<file path="src/design/lowest_free_id_allocator_unit_assert.svh">
// ----------------------------------------------------------------------------
// Assertion macros for the lowest-free-id allocator
// Shared concurrent assertion forms, clocked on clk and disabled in reset.
// ----------------------------------------------------------------------------
`ifndef LOWEST_FREE_ID_ALLOCATOR_UNIT_ASSERT_SVH
`define LOWEST_FREE_ID_ALLOCATOR_UNIT_ASSERT_SVH

// The consequent must hold in the same cycle as the antecedent.
`define LFIA_ASSERT_NOW(label, ante, cons, msg) \
	label: assert property (@(posedge clk) disable iff (!arst_n) (ante) |-> (cons)) \
		else $error(msg);

// The consequent must hold in the cycle after the antecedent.
`define LFIA_ASSERT_NEXT(label, ante, cons, msg) \
	label: assert property (@(posedge clk) disable iff (!arst_n) (ante) |=> (cons)) \
		else $error(msg);

`endif

</file>
<file path="src/design/lfia_ram.sv">
// ----------------------------------------------------------------------------
// lfia_ram
// Simple dual-port synchronous RAM with one write port and a registered read.
// ----------------------------------------------------------------------------
`default_nettype none

module lfia_ram #(
	parameter int WIDTH = 64,
	parameter int DEPTH = 64
) (
	input  wire logic                     clk,
	input  wire logic                     we,
	input  wire logic [$clog2(DEPTH)-1:0] waddr,
	input  wire logic [WIDTH-1:0]         wdata,
	input  wire logic                     re,
	input  wire logic [$clog2(DEPTH)-1:0] raddr,
	output logic      [WIDTH-1:0]         rdata
);

	logic [WIDTH-1:0] mem_q [DEPTH];
	logic [WIDTH-1:0] rdata_q;

	// Write port.
	always_ff @(posedge clk) begin
		if (we) begin
			mem_q[waddr] <= wdata;
		end
	end

	// Read port; the data holds until the next read.
	always_ff @(posedge clk) begin
		if (re) begin
			rdata_q <= mem_q[raddr];
		end
	end

	assign rdata = rdata_q;

endmodule

`default_nettype wire

</file>
<file path="config.mk">
export PLATFORM = sky130hd
export DESIGN_NAME = lfia_ram
export DESIGN_NICKNAME = d
export VERILOG_FILES = /design/src/design/lowest_free_id_allocator_unit_assert.svh /design/src/design/lfia_ram.sv
export SDC_FILE = /design/constraint.sdc
export NUM_CORES = 2
export LEC_CHECK = 0
export BUFFER_PORTS_ARGS = -buffer_cell sky130_fd_sc_hd__buf_2
export CORE_MARGIN = 2
export CORE_UTILIZATION = 50
export DETAILED_ROUTE_END_ITERATION = 7
export GPL_ROUTABILITY_DRIVEN = 0
export HOLD_SLACK_MARGIN = 0.1
export PLACE_DENSITY = 0.7
export REMOVE_ABC_BUFFERS = 1
export SLEW_MARGIN = 25
export SYNTH_ARGS = -nofsm -noshare
export SYNTH_HDL_FRONTEND = slang
export SYNTH_SLANG_ARGS = --single-unit
</file>
<file path="constraint.sdc">
create_clock -name clk -period 15.3 [get_ports clk]
set_input_delay 3.06 -clock clk [delete_from_list [all_inputs] [get_ports clk]]
set_output_delay 3.06 -clock clk [all_outputs]
set_load 0.01 [all_outputs]
</file>
# [After elaboration in Yosys (flattened, before gate mapping)]
# Memories as Yosys holds them, arrays and structs flattened. A register that Yosys moved wholly into a read port is not among the register bits.
# Index checks and enable logic that the tools add are counted.
[classes] addsub=0 mul=0 div=0 order_cmp=0 eq_ne=0 shifts=0 muxes=2 n_bitwise=0 n_reduce_logical=0
[ops] cell="$mux 1" count=2
[totals] reg_bits=0 latch_bits=0 ram_bits=4096 rom_bits=0 n_memories=1
[memory_table] name="mem_q" words=64 word_bits=64 rd=1 rd_ports_with_merged_regs=1 write_ports=1 line="lfia_ram.sv:20" text="logic [WIDTH-1:0] mem_q [DEPTH];"

# [Logic depth before layout (Yosys ltp)]
[depth] depth_word=2 depth_mapped=9

# [Least setup slack after synthesis]
# No wires, ideal clock.
[synth_path] path_type="input to register" startpoint="in waddr[3]" endpoint="mem mem_q[48][0], enable pin" arrival_ns=7.932 t_required_ns=14.736 slack_ns=6.804 cell_stages=4 path_buffers=1 cell_sequence="clkbuf_1 -> nor2b_1 -> nand4b_1 -> nor3_1"
[synth_rtl] element="start, declared" line="lfia_ram.sv:13" text="input wire logic [$clog2(DEPTH)-1:0] waddr,"
[synth_rtl] element="end, declared" line="lfia_ram.sv:20"
# No word-level cell before the write port.

==> results.md <==
* Sequential area share after synthesis at 79.6%
* DR vias at 77.0k
* I/O pin cnt at 143
* Post-synth top cells: 4160 x edfxtp_1, 1024 x mux4_2, 170 x buf_2
* Max Clock Skew at 0.0360 ns
* Layout cells sized above 1 at 28.1%
* Mapped cell area at 157000 µm²
* Overflow after GRT at 0
* Synthesized area per cell at 23.8 µm²
* RSZ-0062 raised after global routing: false
* # setup viols final at 0
* Clock power frac at 41.8%
* Pwr Density at 133 nW/µm²
* Hold worst-path end: rdata[16]$_DFFE_PP_
* Reg power frac at 53.9%
* Post-CTS sizing at 0
* Actual slew at the worst max-slew pin at 1.21 ns
* Largest net degree at the start of global routing at 129
* Global-route wire length before repair at 586000 µm
* Clk buf depth at 4
* Design Area, Final at 177000 µm²
* Number of synthesized flops with an enable pin at 4160
* Synth area leader: edfxtp_1
* Logic gate share of total power at 4.4%
* Switching power at 4840 µW
* Final hold violation count at 0
* Vias per cell at 6.72
* Asr flop ratio synth at 0%
* R2R depth at 5
* Worst IR Drop VDD at 0.000114 V
* Hold depth at 4
* Largest delay contributor family on the critical path: buffers and inverters
* Worst flop-to-flop path startpoint: mem_q[13][2]$_DFFE_PP_
* Die area at 318000 µm²
* Most frequent cell after synthesis: edfxtp_1
* Root Buffer: clkbuf_16
* Core Footprint at 312000 µm²
* Crit path cell chain: buf_12 -> buf_12 -> buf_4 -> buf_4 -> mux4_2 -> mux2i_1 -> o22ai_1 -> a31oi_1 -> a211oi_1
* Reg-to-reg slack, setup at 13.09 ns
* Worst hold start: mem_q[54][16]$_DFFE_PP_
* Final TNS setup at 0 ns
* Layout area overhead at 12.6%
* Routed length per instance at 36.6 µm
* Critical path type: in2reg
* Htree depth at 5
* Clock transition at the registers of the reported paths at 0.06 ns
* Initial core utilization at 50.3%
* Clock sink count at 4160
* Final wirelength at 420000 µm
* Pins Over Slew Limit at 0
* Critical Path AT at 7.27 ns
* Status: complete, no violations
* Drc violations at 0
* Leakage power at 0.0548 µW
* Sw frac at 20.6%
* Yosys top cell area share at 79.6%
* Chip width at 564 µm
* Post-CTS Hold Buffers at 0
* Uppermost routed layer: met5
* Post-CTS setup buffer count at 0
* CP startpoint: raddr[0]
* Final WS setup at 8.61 ns
* CP max FO at 84
* Post-DP HPWL at 216000 µm
* #FFs+latches synth at 4160
* Final worst path period need at 6.69 ns
* Netlist cell types at 32
* Required @ worst endpoint at 15.88 ns
* Yosys warns at 0
* Worst Hold Class: reg2reg
* Max incr delay on CP at 0.84 ns
* Setup crit end kind: register
* Metal-1 WL at 155000 µm
* TritonCTS clock tree: done
* TritonRoute pass-1 iters at 6
* GR Util All Layers at 26.3%
* Initial antenna violation count at 25
* Wire length on met2 at 198000 µm
* Clk Latency, worst-skew pair at 0.92 ns
* WHS at 0.906 ns
* Synth Instances at 6598
* Max Clock Freq at 149 MHz
* Number of global-route vias before repair at 76.4k
* Final #Nets at 7060
* 1st-iter DRT viols at 12.6k
* Area after DPL at 164000 µm²
* Slowest CP cell: buf_4
* Pwr Total at 23500 µW
* Num rows at 205
* Total internal power at 18700 µW
* Buf+Inv Stages, Crit Path at 4
* Crit share post-route at 43.7%
* Input/output buffers at 142
* CTS buffer count at 397
* Die Span Y at 564 µm
* Place WS at 7.62 ns
* Critical R2R Capture: rdata[2]$_DFFE_PP_
* DR WL met3 at 49900 µm
* Critical path startpoint category: primary input
* Ranking of synthesized cells by area: edfxtp_1 80%, mux4_2 15%, mux2i_1 0.86%
* Max-cap violation count at 0
* Worst rel slew slack at 19.2%
* Antenna Nets Post-Route at 0
* Ys flop type: edfxtp_1
## cell type report
cell class                 count  area [µm²]
inverter                      19        71.3
antenna                       16        40.0
multi-input combinational   2049       30800
sequential                  4160      125000
clock buffer                 474       10400
clock inverter               240        2560
fill                       21900      135000
tap                         4140        5180
timing repair buffer         354        2860
## how the worst max path moves through the flow
stage / to / slack, ns / cells past startpoint
after floorplan: mem_q[48][0]$_DFFE_PP_ / 6.94 / 3
after global placement: rdata[23]$_DFFE_PP_ / 7.67 / 9
after detailed placement: rdata[23]$_DFFE_PP_ / 7.62 / 9
after CTS: rdata[15]$_DFFE_PP_ / 8.62 / 9
after global routing: rdata[15]$_DFFE_PP_ / 8.22 / 9
final: rdata[15]$_DFFE_PP_ / 8.61 / 9
## cell usage in the layout (no fill, tap or decap), drive strengths merged, types with 26 or more instances in the layout
cell type,n
a22oi,168
inv,28
clkinv,168
o22ai,83
nor2,112
buf,354
mux4,1024
or3,29
bufinv,50
mux2i,135
nand2,58
a22o,88
nor2b,28
or2,28
edfxtp,4160
a41oi,26
a211oi,63
clkbuf,474
nand3,45
o221ai,38
and3,64
## cells by family (layout without fill, tap and decap cells)
logic type | after synthesis | after routing | synth area share, %
AO/OA/AOI/OAI | 504 | 504 | 2.47
buffers and inverters | 389 | 1087 | 1.18
flip-flops | 4160 | 4160 | 79.6
multiplexers | 1159 | 1159 | 15.6
other | 0 | 16 | 0
AND/OR/NAND/NOR | 386 | 386 | 1.23
## through the flow
stage / utilization [%] / cells
final: 56.6 / 11500
after global routing: 56.6 / 11400
after CTS: 56.5 / 11400
after detailed placement: 52.4 / 10700
after global placement: 52.3 / 10700
after floorplan: - / 6228
## flip-flops by register name, summed over array words and instances, names as in the netlist
name / flops
mem_q: 4096
rdata: 64
## per-layer routing
| metal | vias to the layer above | GRT usage [%] |
|---|---|---|
| met1 | 41500 | 37.2 |
| li1 | 29300 | - |
| met3 | 872 | 5.51 |
| met5 | - | 0 |
| met4 | 8 | 9.66 |
| met2 | 5272 | 40.9 |
## tightest hold or removal path: stages (launching register included)
cell	delay [ns]
edfxtp_1	0.32
mux4_2	0.22
a22oi_1	0.06
nand3_1	0.07
and3_1	0.14
## power by group through the flow
| stage | Clock, µW | Combinational, µW | Sequential [µW] |
|---|---|---|---|
| floorplan | 0 | 459 | 12900 |
| global placement | 0 | 996 | 12900 |
| detailed placement | 0 | 1020 | 12900 |
| CTS | 9900 | 1030 | 12700 |
| global route | 10300 | 1090 | 12700 |
| finish | 9830 | 1030 | 12700 |
Power figures use the tool's default switching activity.
